### src/rtl/length_prefixed_slice_deframer_top_defines.svh
// Assertion macros shared by the deframer RTL files.
`ifndef LENGTH_PREFIXED_SLICE_DEFRAMER_TOP_DEFINES_SVH
`define LENGTH_PREFIXED_SLICE_DEFRAMER_TOP_DEFINES_SVH

// Same-cycle implication, disabled while reset is high.
`define LPSD_ASSERT_NOW(lbl, clk, rst, ante, cons, msg) \
   lbl: assert property (@(posedge clk) disable iff (rst) (ante) |-> (cons)) else $error(msg);

// Next-cycle implication, disabled while reset is high.
`define LPSD_ASSERT_NEXT(lbl, clk, rst, ante, cons, msg) \
   lbl: assert property (@(posedge clk) disable iff (rst) (ante) |=> (cons)) else $error(msg);

`endif

### src/rtl/lpsd_pkg.sv
// Package: constants and types of the length-prefixed slice deframer.
`default_nettype none
package lpsd_pkg;

   // Header length in bytes (size and sequence id live in the first eight)
   localparam int unsigned LPSD_HEADER_BYTES = 28;
   localparam logic [31:0] LPSD_HEADER_LEN   = 32'(LPSD_HEADER_BYTES);

   // Default depth of the queue between front and back
   localparam int unsigned LPSD_QUEUE_DEPTH = 2;

   // Reset value of the frames-per-group register
   localparam logic [15:0] LPSD_FPG_RESET = 16'd1;

   // Item kinds produced by the front
   localparam logic LPSD_KIND_DATA    = 1'b0;
   localparam logic LPSD_KIND_RESTART = 1'b1;

   // Classified item travelling through the queue
   typedef struct packed {
      logic       kind;
      logic [7:0] data_byte;
   } item_type;

   // One result item
   typedef struct packed {
      logic        byte_valid;
      logic [7:0]  data_out;
      logic        in_header;
      logic        frame_done;
      logic        group_done;
      logic        sequence_mismatch;
      logic        size_error;
      logic [31:0] frame_seq_id;
      logic [31:0] group_bytes;
      logic [15:0] frames_in_group;
      logic [31:0] groups_done;
   } rsp_type;

endpackage
`default_nettype wire

### src/rtl/lpsd_if.sv
// Interfaces: request, response and register-write channels.
`default_nettype none

interface lpsd_req_if;
   logic       valid;
   logic       ready;
   logic       cmd;
   logic [7:0] data_byte;

   modport source (output valid, output cmd, output data_byte, input ready);
   modport sink   (input valid, input cmd, input data_byte, output ready);
endinterface

interface lpsd_rsp_if;
   logic        valid;
   logic        ready;
   logic        byte_valid;
   logic [7:0]  data_out;
   logic        in_header;
   logic        frame_done;
   logic        group_done;
   logic        sequence_mismatch;
   logic        size_error;
   logic [31:0] frame_seq_id;
   logic [31:0] group_bytes;
   logic [15:0] frames_in_group;
   logic [31:0] groups_done;

   modport source (output valid, output byte_valid, output data_out, output in_header,
                   output frame_done, output group_done, output sequence_mismatch,
                   output size_error, output frame_seq_id, output group_bytes,
                   output frames_in_group, output groups_done, input ready);
   modport sink   (input valid, input byte_valid, input data_out, input in_header,
                   input frame_done, input group_done, input sequence_mismatch,
                   input size_error, input frame_seq_id, input group_bytes,
                   input frames_in_group, input groups_done, output ready);
endinterface

interface lpsd_csr_if;
   logic        valid;
   logic        ready;
   logic [15:0] data;

   modport source (output valid, output data, input ready);
   modport sink   (input valid, input data, output ready);
endinterface

`default_nettype wire

### src/rtl/lpsd_front.sv
// Front: accept request transfers, classify them and hand them to the queue.
`default_nettype none
module lpsd_front (
   input  wire logic              clock,
   input  wire logic              reset,
   lpsd_req_if.sink               req_ch,
   output lpsd_pkg::item_type     q_item,
   output logic                   q_valid,
   input  wire logic              q_ready
);
   import lpsd_pkg::*;

   logic     slot_valid_ff;
   logic     slot_valid_in;
   item_type slot_ff;
   item_type slot_in;

   // Take a new transfer whenever the slot is empty or drains this cycle
   assign req_ch.ready = !slot_valid_ff || q_ready;

   // Classify: restart command or data byte
   always_comb begin
      slot_in.kind      = req_ch.cmd ? LPSD_KIND_RESTART : LPSD_KIND_DATA;
      slot_in.data_byte = req_ch.data_byte;
   end

   assign slot_valid_in = req_ch.ready ? req_ch.valid : slot_valid_ff;

   always_ff @(posedge clock) begin
      if (reset) begin
         slot_valid_ff <= 1'b0;
      end else begin
         slot_valid_ff <= slot_valid_in;
      end
   end

   // Hold payload unless a new transfer lands
   always_ff @(posedge clock) begin
      if (req_ch.valid && req_ch.ready) begin
         slot_ff <= slot_in;
      end
   end

   assign q_item  = slot_ff;
   assign q_valid = slot_valid_ff;

endmodule
`default_nettype wire

### src/rtl/lpsd_queue.sv
// Queue: short register FIFO between the front and the back.
`default_nettype none
module lpsd_queue #(
   parameter int unsigned DEPTH = lpsd_pkg::LPSD_QUEUE_DEPTH
) (
   input  wire logic              clock,
   input  wire logic              reset,
   input  wire lpsd_pkg::item_type push_item,
   input  wire logic              push_valid,
   output logic                   push_ready,
   output lpsd_pkg::item_type     pop_item,
   output logic                   pop_valid,
   input  wire logic              pop_ready
);
   import lpsd_pkg::*;

   `include "length_prefixed_slice_deframer_top_defines.svh"

   localparam int unsigned PTR_W = (DEPTH > 1) ? $clog2(DEPTH) : 1;
   localparam int unsigned CNT_W = $clog2(DEPTH + 1);
   localparam logic [PTR_W-1:0] PTR_LAST = PTR_W'(DEPTH - 1);
   localparam logic [PTR_W-1:0] PTR_ONE  = PTR_W'(1);
   localparam logic [CNT_W-1:0] CNT_FULL = CNT_W'(DEPTH);
   localparam logic [CNT_W-1:0] CNT_ONE  = CNT_W'(1);

   item_type          store_ff [DEPTH];
   logic [PTR_W-1:0]  wr_ptr_ff;
   logic [PTR_W-1:0]  wr_ptr_in;
   logic [PTR_W-1:0]  rd_ptr_ff;
   logic [PTR_W-1:0]  rd_ptr_in;
   logic [CNT_W-1:0]  count_ff;
   logic [CNT_W-1:0]  count_in;
   logic              do_push;
   logic              do_pop;

   assign push_ready = (count_ff != CNT_FULL);
   assign pop_valid  = (count_ff != '0);
   assign pop_item   = store_ff[rd_ptr_ff];

   assign do_push = push_valid && push_ready;
   assign do_pop  = pop_valid && pop_ready;

   // Advance pointers with wrap at the last entry
   always_comb begin
      wr_ptr_in = wr_ptr_ff;
      rd_ptr_in = rd_ptr_ff;
      count_in  = count_ff;
      if (do_push) begin
         wr_ptr_in = (wr_ptr_ff == PTR_LAST) ? '0 : wr_ptr_ff + PTR_ONE;
      end
      if (do_pop) begin
         rd_ptr_in = (rd_ptr_ff == PTR_LAST) ? '0 : rd_ptr_ff + PTR_ONE;
      end
      if (do_push && !do_pop) begin
         count_in = count_ff + CNT_ONE;
      end else if (do_pop && !do_push) begin
         count_in = count_ff - CNT_ONE;
      end
   end

   always_ff @(posedge clock) begin
      if (reset) begin
         wr_ptr_ff <= '0;
         rd_ptr_ff <= '0;
         count_ff  <= '0;
      end else begin
         wr_ptr_ff <= wr_ptr_in;
         rd_ptr_ff <= rd_ptr_in;
         count_ff  <= count_in;
      end
   end

   // Write the pushed item
   always_ff @(posedge clock) begin
      if (do_push) begin
         store_ff[wr_ptr_ff] <= push_item;
      end
   end

   `LPSD_ASSERT_NOW(a_count_bound, clock, reset, 1'b1, count_ff <= CNT_FULL,
                    "queue count over depth")
   `LPSD_ASSERT_NEXT(a_push_grows, clock, reset, do_push && !do_pop,
                     count_ff == $past(count_ff) + CNT_ONE, "push did not grow queue")
   `LPSD_ASSERT_NEXT(a_pop_shrinks, clock, reset, do_pop && !do_push,
                     count_ff == $past(count_ff) - CNT_ONE, "pop did not shrink queue")
   `LPSD_ASSERT_NOW(a_ptr_match, clock, reset, count_ff == '0 || count_ff == CNT_FULL,
                    wr_ptr_ff == rd_ptr_ff, "pointers disagree with count")

endmodule
`default_nettype wire

### src/rtl/lpsd_back.sv
// Back: deframing state, sequence check, group counting and result register.
`default_nettype none
module lpsd_back (
   input  wire logic               clock,
   input  wire logic               reset,
   input  wire lpsd_pkg::item_type pop_item,
   input  wire logic               pop_valid,
   output logic                    pop_ready,
   lpsd_csr_if.sink                csr_ch,
   lpsd_rsp_if.source              rsp_ch
);
   import lpsd_pkg::*;

   `include "length_prefixed_slice_deframer_top_defines.svh"

   // Configuration
   logic [15:0] fpg_ff;

   // Deframing state
   logic        payload_phase_ff,  payload_phase_in;
   logic [31:0] frame_count_ff,    frame_count_in;
   logic [31:0] frame_size_ff,     frame_size_in;
   logic [31:0] seq_shift_ff,      seq_shift_in;
   logic [31:0] prev_seq_ff,       prev_seq_in;
   logic        seq_latched_ff,    seq_latched_in;
   logic [15:0] grp_frames_ff,     grp_frames_in;
   logic [31:0] grp_bytes_ff,      grp_bytes_in;
   logic [31:0] groups_ff,         groups_in;

   // Result register
   logic        rsp_valid_ff;
   rsp_type     rsp_ff;
   rsp_type     rsp_in;

   logic        take;
   logic [31:0] pos_next;
   logic [31:0] bytes_sat;
   logic [15:0] frames_inc;
   logic        fdone;
   logic        gdone;
   logic        mism;
   logic        serr;
   logic [7:0]  b;

   assign csr_ch.ready = 1'b1;
   assign pop_ready    = !rsp_valid_ff || rsp_ch.ready;
   assign take         = pop_valid && pop_ready;
   assign b            = pop_item.data_byte;

   always_comb begin
      payload_phase_in = payload_phase_ff;
      frame_count_in   = frame_count_ff;
      frame_size_in    = frame_size_ff;
      seq_shift_in     = seq_shift_ff;
      prev_seq_in      = prev_seq_ff;
      seq_latched_in   = seq_latched_ff;
      grp_frames_in    = grp_frames_ff;
      grp_bytes_in     = grp_bytes_ff;
      groups_in        = groups_ff;
      fdone            = 1'b0;
      gdone            = 1'b0;
      mism             = 1'b0;
      serr             = 1'b0;
      pos_next         = frame_count_ff + 32'd1;
      bytes_sat        = (grp_bytes_ff == 32'hFFFF_FFFF) ? grp_bytes_ff
                                                         : grp_bytes_ff + 32'd1;
      frames_inc       = grp_frames_ff + 16'd1;
      rsp_in           = '0;

      if (pop_item.kind == LPSD_KIND_RESTART) begin
         // Drop the run: clear all run state, result all zero
         payload_phase_in = 1'b0;
         frame_count_in   = '0;
         frame_size_in    = '0;
         seq_shift_in     = '0;
         prev_seq_in      = '0;
         seq_latched_in   = 1'b0;
         grp_frames_in    = '0;
         grp_bytes_in     = '0;
         groups_in        = '0;
      end else begin
         grp_bytes_in = bytes_sat;
         if (!payload_phase_ff) begin
            // Header byte: pick up size and sequence id from the first eight
            if (frame_count_ff[31:3] == '0) begin
               case (frame_count_ff[2:0])
                  3'd0: begin
                     frame_size_in = {24'd0, b};
                     seq_shift_in  = '0;
                  end
                  3'd1: frame_size_in[15:8]  = b;
                  3'd2: frame_size_in[23:16] = b;
                  3'd3: frame_size_in[31:24] = b;
                  3'd4: seq_shift_in[7:0]    = b;
                  3'd5: seq_shift_in[15:8]   = b;
                  3'd6: seq_shift_in[23:16]  = b;
                  3'd7: seq_shift_in[31:24]  = b;
                  default: frame_size_in = frame_size_ff;
               endcase
            end
            frame_count_in = pos_next;
            if (pos_next >= LPSD_HEADER_LEN) begin
               // Last header byte: check sequence and size
               if (seq_latched_ff && (seq_shift_in != prev_seq_ff + 32'd1)) begin
                  mism = 1'b1;
               end else begin
                  seq_latched_in = 1'b1;
               end
               prev_seq_in = seq_shift_in;
               serr        = (frame_size_in < LPSD_HEADER_LEN);
               if (frame_size_in <= LPSD_HEADER_LEN) begin
                  fdone          = 1'b1;
                  frame_count_in = '0;
               end else begin
                  payload_phase_in = 1'b1;
               end
            end
         end else begin
            // Payload byte: end the frame at its size
            frame_count_in = pos_next;
            if (pos_next >= frame_size_ff) begin
               fdone            = 1'b1;
               frame_count_in   = '0;
               payload_phase_in = 1'b0;
            end
         end

         if (fdone) begin
            grp_frames_in = frames_inc;
            gdone         = (frames_inc == fpg_ff);
         end

         rsp_in.byte_valid        = 1'b1;
         rsp_in.data_out          = b;
         rsp_in.in_header         = !payload_phase_ff;
         rsp_in.frame_done        = fdone;
         rsp_in.group_done        = gdone;
         rsp_in.sequence_mismatch = mism;
         rsp_in.size_error        = serr;
         rsp_in.frame_seq_id      = prev_seq_in;
         rsp_in.group_bytes       = grp_bytes_in;
         rsp_in.frames_in_group   = grp_frames_in;

         // Close the group and restart its counts
         if (gdone) begin
            groups_in     = groups_ff + 32'd1;
            grp_frames_in = '0;
            grp_bytes_in  = '0;
         end
         rsp_in.groups_done = groups_in;
      end
   end

   // Update state on each taken item; write the register on a csr transfer
   always_ff @(posedge clock) begin
      if (reset) begin
         fpg_ff           <= LPSD_FPG_RESET;
         payload_phase_ff <= 1'b0;
         frame_count_ff   <= '0;
         frame_size_ff    <= '0;
         seq_shift_ff     <= '0;
         prev_seq_ff      <= '0;
         seq_latched_ff   <= 1'b0;
         grp_frames_ff    <= '0;
         grp_bytes_ff     <= '0;
         groups_ff        <= '0;
         rsp_valid_ff     <= 1'b0;
      end else begin
         if (csr_ch.valid && csr_ch.ready) begin
            fpg_ff <= csr_ch.data;
         end
         if (take) begin
            payload_phase_ff <= payload_phase_in;
            frame_count_ff   <= frame_count_in;
            frame_size_ff    <= frame_size_in;
            seq_shift_ff     <= seq_shift_in;
            prev_seq_ff      <= prev_seq_in;
            seq_latched_ff   <= seq_latched_in;
            grp_frames_ff    <= grp_frames_in;
            grp_bytes_ff     <= grp_bytes_in;
            groups_ff        <= groups_in;
         end
         if (pop_ready) begin
            rsp_valid_ff <= pop_valid;
         end
      end
   end

   // Load the result register with each taken item
   always_ff @(posedge clock) begin
      if (take) begin
         rsp_ff <= rsp_in;
      end
   end

   assign rsp_ch.valid             = rsp_valid_ff;
   assign rsp_ch.byte_valid        = rsp_ff.byte_valid;
   assign rsp_ch.data_out          = rsp_ff.data_out;
   assign rsp_ch.in_header         = rsp_ff.in_header;
   assign rsp_ch.frame_done        = rsp_ff.frame_done;
   assign rsp_ch.group_done        = rsp_ff.group_done;
   assign rsp_ch.sequence_mismatch = rsp_ff.sequence_mismatch;
   assign rsp_ch.size_error        = rsp_ff.size_error;
   assign rsp_ch.frame_seq_id      = rsp_ff.frame_seq_id;
   assign rsp_ch.group_bytes       = rsp_ff.group_bytes;
   assign rsp_ch.frames_in_group   = rsp_ff.frames_in_group;
   assign rsp_ch.groups_done       = rsp_ff.groups_done;

   `LPSD_ASSERT_NOW(a_hdr_bound, clock, reset, !payload_phase_ff,
                    frame_count_ff < LPSD_HEADER_LEN, "header count past header length")
   `LPSD_ASSERT_NOW(a_pay_bound, clock, reset, payload_phase_ff,
                    frame_count_ff < frame_size_ff, "payload count past frame size")
   `LPSD_ASSERT_NOW(a_grp_frame, clock, reset, rsp_valid_ff && rsp_ff.group_done,
                    rsp_ff.frame_done, "group closed without frame end")
   `LPSD_ASSERT_NOW(a_size_err, clock, reset, rsp_valid_ff && rsp_ff.size_error,
                    rsp_ff.frame_done && rsp_ff.in_header, "size error off last header byte")
   `LPSD_ASSERT_NEXT(a_restart_clr, clock, reset,
                     take && pop_item.kind == LPSD_KIND_RESTART,
                     !payload_phase_ff && frame_count_ff == '0 && groups_ff == '0,
                     "restart left state behind")

endmodule
`default_nettype wire

### src/rtl/length_prefixed_slice_deframer_top.sv
// Top level of the length-prefixed slice deframer.
//
// Channels: req_ch carries one item per transfer (cmd, data_byte); cmd 1
// restarts the run. rsp_ch returns exactly one result per request, in order.
// csr_ch writes frames_per_group (reset value 1); write only while idle.
// A request accepted into the front slot is then written to a queue entry and
// then to the result register, where its result becomes valid.
// Throughput: one byte per clock while rsp_ch.ready stays high; the deframing
// state in the back is updated in the single cycle that an item is taken from the queue.
// Stall: when rsp_ch.ready is low the result register holds, the back stops
// taking items and the queue plus the front slot absorb up to QUEUE_DEPTH+1
// further transfers before req_ch.ready falls.
// Reset (synchronous, active high): queue and result register emptied, all
// frame and group counters cleared, frames_per_group back to 1.
`default_nettype none
module length_prefixed_slice_deframer_top #(
   parameter int unsigned QUEUE_DEPTH = lpsd_pkg::LPSD_QUEUE_DEPTH
) (
   input  wire logic  clock,
   input  wire logic  reset,
   lpsd_req_if.sink   req_ch,
   lpsd_csr_if.sink   csr_ch,
   lpsd_rsp_if.source rsp_ch
);
   import lpsd_pkg::*;

   item_type front_item;
   logic     front_valid;
   logic     front_ready;
   item_type back_item;
   logic     back_valid;
   logic     back_ready;

   // Accept and classify
   lpsd_front u_front (
      .clock   (clock),
      .reset   (reset),
      .req_ch  (req_ch),
      .q_item  (front_item),
      .q_valid (front_valid),
      .q_ready (front_ready)
   );

   // Decouple front and back
   lpsd_queue #(
      .DEPTH (QUEUE_DEPTH)
   ) u_queue (
      .clock      (clock),
      .reset      (reset),
      .push_item  (front_item),
      .push_valid (front_valid),
      .push_ready (front_ready),
      .pop_item   (back_item),
      .pop_valid  (back_valid),
      .pop_ready  (back_ready)
   );

   // Deframe and report
   lpsd_back u_back (
      .clock     (clock),
      .reset     (reset),
      .pop_item  (back_item),
      .pop_valid (back_valid),
      .pop_ready (back_ready),
      .csr_ch    (csr_ch),
      .rsp_ch    (rsp_ch)
   );

endmodule
`default_nettype wire
### src/flat_wrapper.sv
// flat-port wrapper written by rule: the top's interface ports become plain ports
module length_prefixed_slice_deframer_top_flat import lpsd_pkg::*;
#(
   parameter int unsigned QUEUE_DEPTH = lpsd_pkg::LPSD_QUEUE_DEPTH
)
  (clock, reset, req_ch_valid, req_ch_cmd, req_ch_data_byte, req_ch_ready, csr_ch_valid, csr_ch_data, csr_ch_ready, rsp_ch_valid, rsp_ch_byte_valid, rsp_ch_data_out, rsp_ch_in_header, rsp_ch_frame_done, rsp_ch_group_done, rsp_ch_sequence_mismatch, rsp_ch_size_error, rsp_ch_frame_seq_id, rsp_ch_group_bytes, rsp_ch_frames_in_group, rsp_ch_groups_done, rsp_ch_ready);
  lpsd_req_if req_ch_i ();
  lpsd_csr_if csr_ch_i ();
  lpsd_rsp_if rsp_ch_i ();
  input  wire logic clock;
  input  wire logic reset;
  input wire logic [$bits(req_ch_i.valid)-1:0] req_ch_valid;
  input wire logic [$bits(req_ch_i.cmd)-1:0] req_ch_cmd;
  input wire logic [$bits(req_ch_i.data_byte)-1:0] req_ch_data_byte;
  output wire logic [$bits(req_ch_i.ready)-1:0] req_ch_ready;
  input wire logic [$bits(csr_ch_i.valid)-1:0] csr_ch_valid;
  input wire logic [$bits(csr_ch_i.data)-1:0] csr_ch_data;
  output wire logic [$bits(csr_ch_i.ready)-1:0] csr_ch_ready;
  output wire logic [$bits(rsp_ch_i.valid)-1:0] rsp_ch_valid;
  output wire logic [$bits(rsp_ch_i.byte_valid)-1:0] rsp_ch_byte_valid;
  output wire logic [$bits(rsp_ch_i.data_out)-1:0] rsp_ch_data_out;
  output wire logic [$bits(rsp_ch_i.in_header)-1:0] rsp_ch_in_header;
  output wire logic [$bits(rsp_ch_i.frame_done)-1:0] rsp_ch_frame_done;
  output wire logic [$bits(rsp_ch_i.group_done)-1:0] rsp_ch_group_done;
  output wire logic [$bits(rsp_ch_i.sequence_mismatch)-1:0] rsp_ch_sequence_mismatch;
  output wire logic [$bits(rsp_ch_i.size_error)-1:0] rsp_ch_size_error;
  output wire logic [$bits(rsp_ch_i.frame_seq_id)-1:0] rsp_ch_frame_seq_id;
  output wire logic [$bits(rsp_ch_i.group_bytes)-1:0] rsp_ch_group_bytes;
  output wire logic [$bits(rsp_ch_i.frames_in_group)-1:0] rsp_ch_frames_in_group;
  output wire logic [$bits(rsp_ch_i.groups_done)-1:0] rsp_ch_groups_done;
  input wire logic [$bits(rsp_ch_i.ready)-1:0] rsp_ch_ready;
  assign req_ch_i.valid = req_ch_valid;
  assign req_ch_i.cmd = req_ch_cmd;
  assign req_ch_i.data_byte = req_ch_data_byte;
  assign req_ch_ready = req_ch_i.ready;
  assign csr_ch_i.valid = csr_ch_valid;
  assign csr_ch_i.data = csr_ch_data;
  assign csr_ch_ready = csr_ch_i.ready;
  assign rsp_ch_valid = rsp_ch_i.valid;
  assign rsp_ch_byte_valid = rsp_ch_i.byte_valid;
  assign rsp_ch_data_out = rsp_ch_i.data_out;
  assign rsp_ch_in_header = rsp_ch_i.in_header;
  assign rsp_ch_frame_done = rsp_ch_i.frame_done;
  assign rsp_ch_group_done = rsp_ch_i.group_done;
  assign rsp_ch_sequence_mismatch = rsp_ch_i.sequence_mismatch;
  assign rsp_ch_size_error = rsp_ch_i.size_error;
  assign rsp_ch_frame_seq_id = rsp_ch_i.frame_seq_id;
  assign rsp_ch_group_bytes = rsp_ch_i.group_bytes;
  assign rsp_ch_frames_in_group = rsp_ch_i.frames_in_group;
  assign rsp_ch_groups_done = rsp_ch_i.groups_done;
  assign rsp_ch_i.ready = rsp_ch_ready;
  length_prefixed_slice_deframer_top #(.QUEUE_DEPTH(QUEUE_DEPTH)) u_core (.clock(clock), .reset(reset), .req_ch(req_ch_i), .csr_ch(csr_ch_i), .rsp_ch(rsp_ch_i));
endmodule
### config.mk
export PLATFORM = sky130hd
export DESIGN_NAME = length_prefixed_slice_deframer_top_flat
export DESIGN_NICKNAME = d
export VERILOG_FILES = /design/src/rtl/lpsd_pkg.sv /design/src/rtl/lpsd_if.sv /design/src/rtl/lpsd_front.sv /design/src/rtl/lpsd_queue.sv /design/src/rtl/lpsd_back.sv /design/src/rtl/length_prefixed_slice_deframer_top.sv /design/src/flat_wrapper.sv
export VERILOG_INCLUDE_DIRS = /design/src /design/src/rtl
export SDC_FILE = /design/constraint.sdc
export NUM_CORES = 1
export LEC_CHECK = 0
export BUFFER_PORTS_ARGS = -buffer_cell sky130_fd_sc_hd__buf_2
export CORE_ASPECT_RATIO = 0.8
export CORE_MARGIN = 4
export CORE_UTILIZATION = 38
export DETAILED_ROUTE_END_ITERATION = 8
export PLACE_DENSITY = 0.61
export SKIP_LAST_GASP = 1
export SLEW_MARGIN = 30
export SYNTH_ARGS = -nofsm -noshare
export SYNTH_HDL_FRONTEND = slang
export SYNTH_HIERARCHICAL = 1
export SYNTH_SLANG_ARGS = --single-unit
### constraint.sdc
create_clock -name clock -period 7.6 [get_ports clock]
set_input_delay 1.52 -clock clock [delete_from_list [all_inputs] [get_ports clock]]
set_output_delay 1.52 -clock clock [all_outputs]
set_load 0.02 [all_outputs]
==> results.toml <==
[run_status]
status = "completed"

[routing]
dr.pass1.iters = 5
antenna_left = 0
wirelength_mm = 59.6
via_per_inst = 5.72
wire_per_inst_um = 19.2
drc = 0
drtIter0Drc = 1633
vias = 17700

[timing]
final_max_slew_viol_count = 0
skew_ns = 0.0223
max_clock_freq_mhz = 178
setup_tns_ns = 0
worst_slack_ns = 1.97
period_share_pct = 74.1
worstMarginPinSlew_ns = 0.933
maxSlewHeadroom_pct = 37.8
fin_crit_ns = 5.63
setup_viol = 0
hold_ws_ns = 0.452
hold_viol = 0
rsz0062_at_grt = "false"

[global_routing]
grt.total_usage_pct = 19.7
grt_max_degree = 158
globalRoute.totalOverflow = 0
grt_antenna_before_repair = 0
first_global_vias = 16700
grt_pass1_wl_mm = 92.8

[floorplan]
die_area_um2 = 58200
fp.dieW_um = 269
start_util_pct = 38.4
core_um2 = 53800
ioPinCount = 159
die_y_um = 217
rows = 76

[yosys]
ys_seq_elements = 386
muxShareOfSynthArea_pct = 4.13
yosysSeqAreaShare_pct = 44.8
avgSynthCellArea_um2 = 8.99
yosys_warnings = 6
ys_dominant_reg_cell = "dfxtp_1"
syn_area_um2 = 20700
synth_cells = 2300
synth_compound_area_share_pct = 14.4
yosysUniqueCellTypes = 81
synth_edf_count = 153
yosysTopAreaCellShare_pct = 22.6
synth-xor-area-share_pct = 7.28
netlist_top_cells_area = "dfxtp_1 23%, edfxtp_1 22%, nor2_1 5.4%"
synthTopCellsByCount = "298 x nor2_1, 233 x dfxtp_1, 219 x nand2_1"
synthAdderAreaFrac_pct = 2.59
synth_area_leader_cell = "dfxtp_1"
yosysMostFrequentCell = "nor2_1"
async_flop_share_pct = 0
synth_top_family_by_area = "simple AND/OR/NAND/NOR gates"
synthSimpleGateAreaFrac_pct = 22.3
syn_nets = 2372

[setup_path]
crit_slowest_cell = "nor3_4"
cp_max_fo = 42
crit_path_cell_trace = "ha_1 > nand3_1 > nor3_1 > a21oi_1 > or2_2 > ha_1 > a21o_1 > a21o_1 > a221o_1 > a221o_1 > o21ai_0 > o221a_2 > o21ai_4 > buf_4 > and2_1 > nor3_4 > a22o_1"
cp_top_family = "simple AND/OR/NAND/NOR gates"
r2r_start = "u_core/u_back/frame_count_ff[1]"
critPathBufInv = 1
rrSetupSlack_ns = 1.97
worstPathRequired_ns = 8.13
crit_path_start_kind = "flip-flop"
r2r_cells = 17
slowest_delay_ns = 0.67
crit_type = "flip-flop to flip-flop"
arrival_ns = 6.16
end_kind = "flip-flop"
r2r-end = "u_core/u_back/grp_bytes_ff[10]"

[layout]
diodes = 0
drive_gt1_share_pct = 12.4
design_area_um2 = 23400
synthToLayoutAreaGrowth_pct = 13.2
nets = 2433

[cts]
cts_tree = "done"
hold_buffers = 0
cts_buffers = 43
clk_pin_slew_ns = 0.06
cts_buffer_depth = 3
post_cts_buffers = 0
clock-sinks = 386
cts_resized = 0
ctsHtreeMaxLevel = 2
clock_latency_ns = 0.59
clock-root-buffer = "clkbuf_16"

[hold_path]
whs_path_depth = 0
min_to = "u_core/u_queue/store_ff[1][5]"
hp-start = "u_core/u_front/q_item[5]"
min_path_type = "flip-flop to flip-flop"

[placed_design]
portBuffers = 157
dp_hpwl_mm = 39.6
dpl-instance-area_um2 = 21900
place_ws_ns = 1.97
place_congestion = 0.904

[run]
maxCapViolations = 0

[pwr]
vdd_ir_drop_max_mv = 0.167
p_per_area_nw_per_um2 = 282
p_leak_nw = 8.54
power.total_w = 0.00660
-- worst register-to-register path: cells and delay by family (launching register included) --
family / cells / cell delay, ns
and+or+nand+nor: 5 / 2.16
buffers and inverters: 1 / 0.36
DFF: 1 / 0.47
adders and majority gates: 2 / 0.49
AOI/OAI and AO/OA: 9 / 2.07
-- placed cells by master, fill, tap and decap left out, types with 68 or more instances in the layout --
master | Yosys | layout
edfxtp_1 | 153 | 153
nand2_1 | 219 | 217
nand3_1 | 111 | 111
inv_1 | 69 | 68
xor2_1 | 83 | 83
nor2_1 | 298 | 294
xnor2_1 | 81 | 81
a21oi_1 | 101 | 101
dfxtp_1 | 233 | 233
buf_2 | 33 | 156
a22oi_1 | 84 | 84
-- kinds of logic after synthesis --
group           after synthesis
compound gates              443
xor+xnor                    167
fa+ha+maj                    43
buf+inv                     235
flops                       386
mux                          83
other cells                   1
simple gates                942
-- layer usage --
metal | track usage [%] | vias up | wire (um)
met5 | 0 | - | 0
met4 | 5.10 | 0 | 1130
met3 | 3.37 | 79 | 4460
met2 | 30.2 | 678 | 26300
met1 | 28.8 | 8518 | 27700
li1 | - | 8437 | -
-- worst max path at each step --
stage                                         start                               to  depth (start not counted)
global route        u_core/u_back/frame_count_ff[1]   u_core/u_back/grp_bytes_ff[19]                         17
finish              u_core/u_back/frame_count_ff[1]   u_core/u_back/grp_bytes_ff[10]                         17
floorplan                              rsp_ch_ready  u_core/u_back/rsp_ch.byte_valid                          5
CTS                 u_core/u_back/frame_count_ff[1]    u_core/u_back/grp_bytes_ff[4]                         17
detailed placement  u_core/u_back/frame_count_ff[1]   u_core/u_back/grp_bytes_ff[11]                         17
global placement    u_core/u_back/frame_count_ff[1]   u_core/u_back/grp_bytes_ff[14]                         17
-- flip-flops by register name, summed over array words and instances (netlist names), 2 cells and up, named ones only --
| name | cells |
|---|---|
| u_core/u_back/frame_count_ff | 32 |
| u_core/u_back/frame_size_ff | 32 |
| u_core/u_back/groups_ff | 32 |
| u_core/u_back/grp_bytes_ff | 32 |
| u_core/u_back/prev_seq_ff | 32 |
| u_core/u_back/rsp_ch.frame_seq_id | 32 |
| u_core/u_back/rsp_ch.group_bytes | 32 |
| u_core/u_back/rsp_ch.groups_done | 32 |
| u_core/u_back/seq_shift_ff | 32 |
| u_core/u_queue/store_ff | 18 |
| u_core/u_back/fpg_ff | 16 |
| u_core/u_back/grp_frames_ff | 16 |
| u_core/u_back/rsp_ch.frames_in_group | 16 |
| u_core/u_front/q_item | 9 |
| u_core/u_back/rsp_ch.data_out | 8 |
| u_core/u_queue/count_ff | 2 |
-- cell type report --
class                           count  area [um2]
Clock buffer                       59        1240
Clock inverter                     21         254
Fill cell                        5204       30400
Inverter                           70         268
Multi-Input combinational cell   1679       10500
Sequential cell                   386        9260
Tap cell                          702         878
Timing Repair Buffer              181         985
-- through the flow --
step,cells,utilization (%)
4_1_cts,3098,43.5
2_1_floorplan,2300,-
5_1_grt,3098,43.5
3_5_place_dp,3018,40.7
3_3_place_gp,3018,40.7
6_report,3098,43.5
-- where the power goes --
group          leakage (nW)  internal [W]  total (W)  switching, W
Sequential             3.37       0.00252    0.00263      0.000106
Clock                 0.721       0.00129    0.00221      0.000913
Combinational          4.44      0.000385    0.00176       0.00138
Total                  8.54       0.00420    0.00660       0.00240
Power figures use the tool's default switching activity.
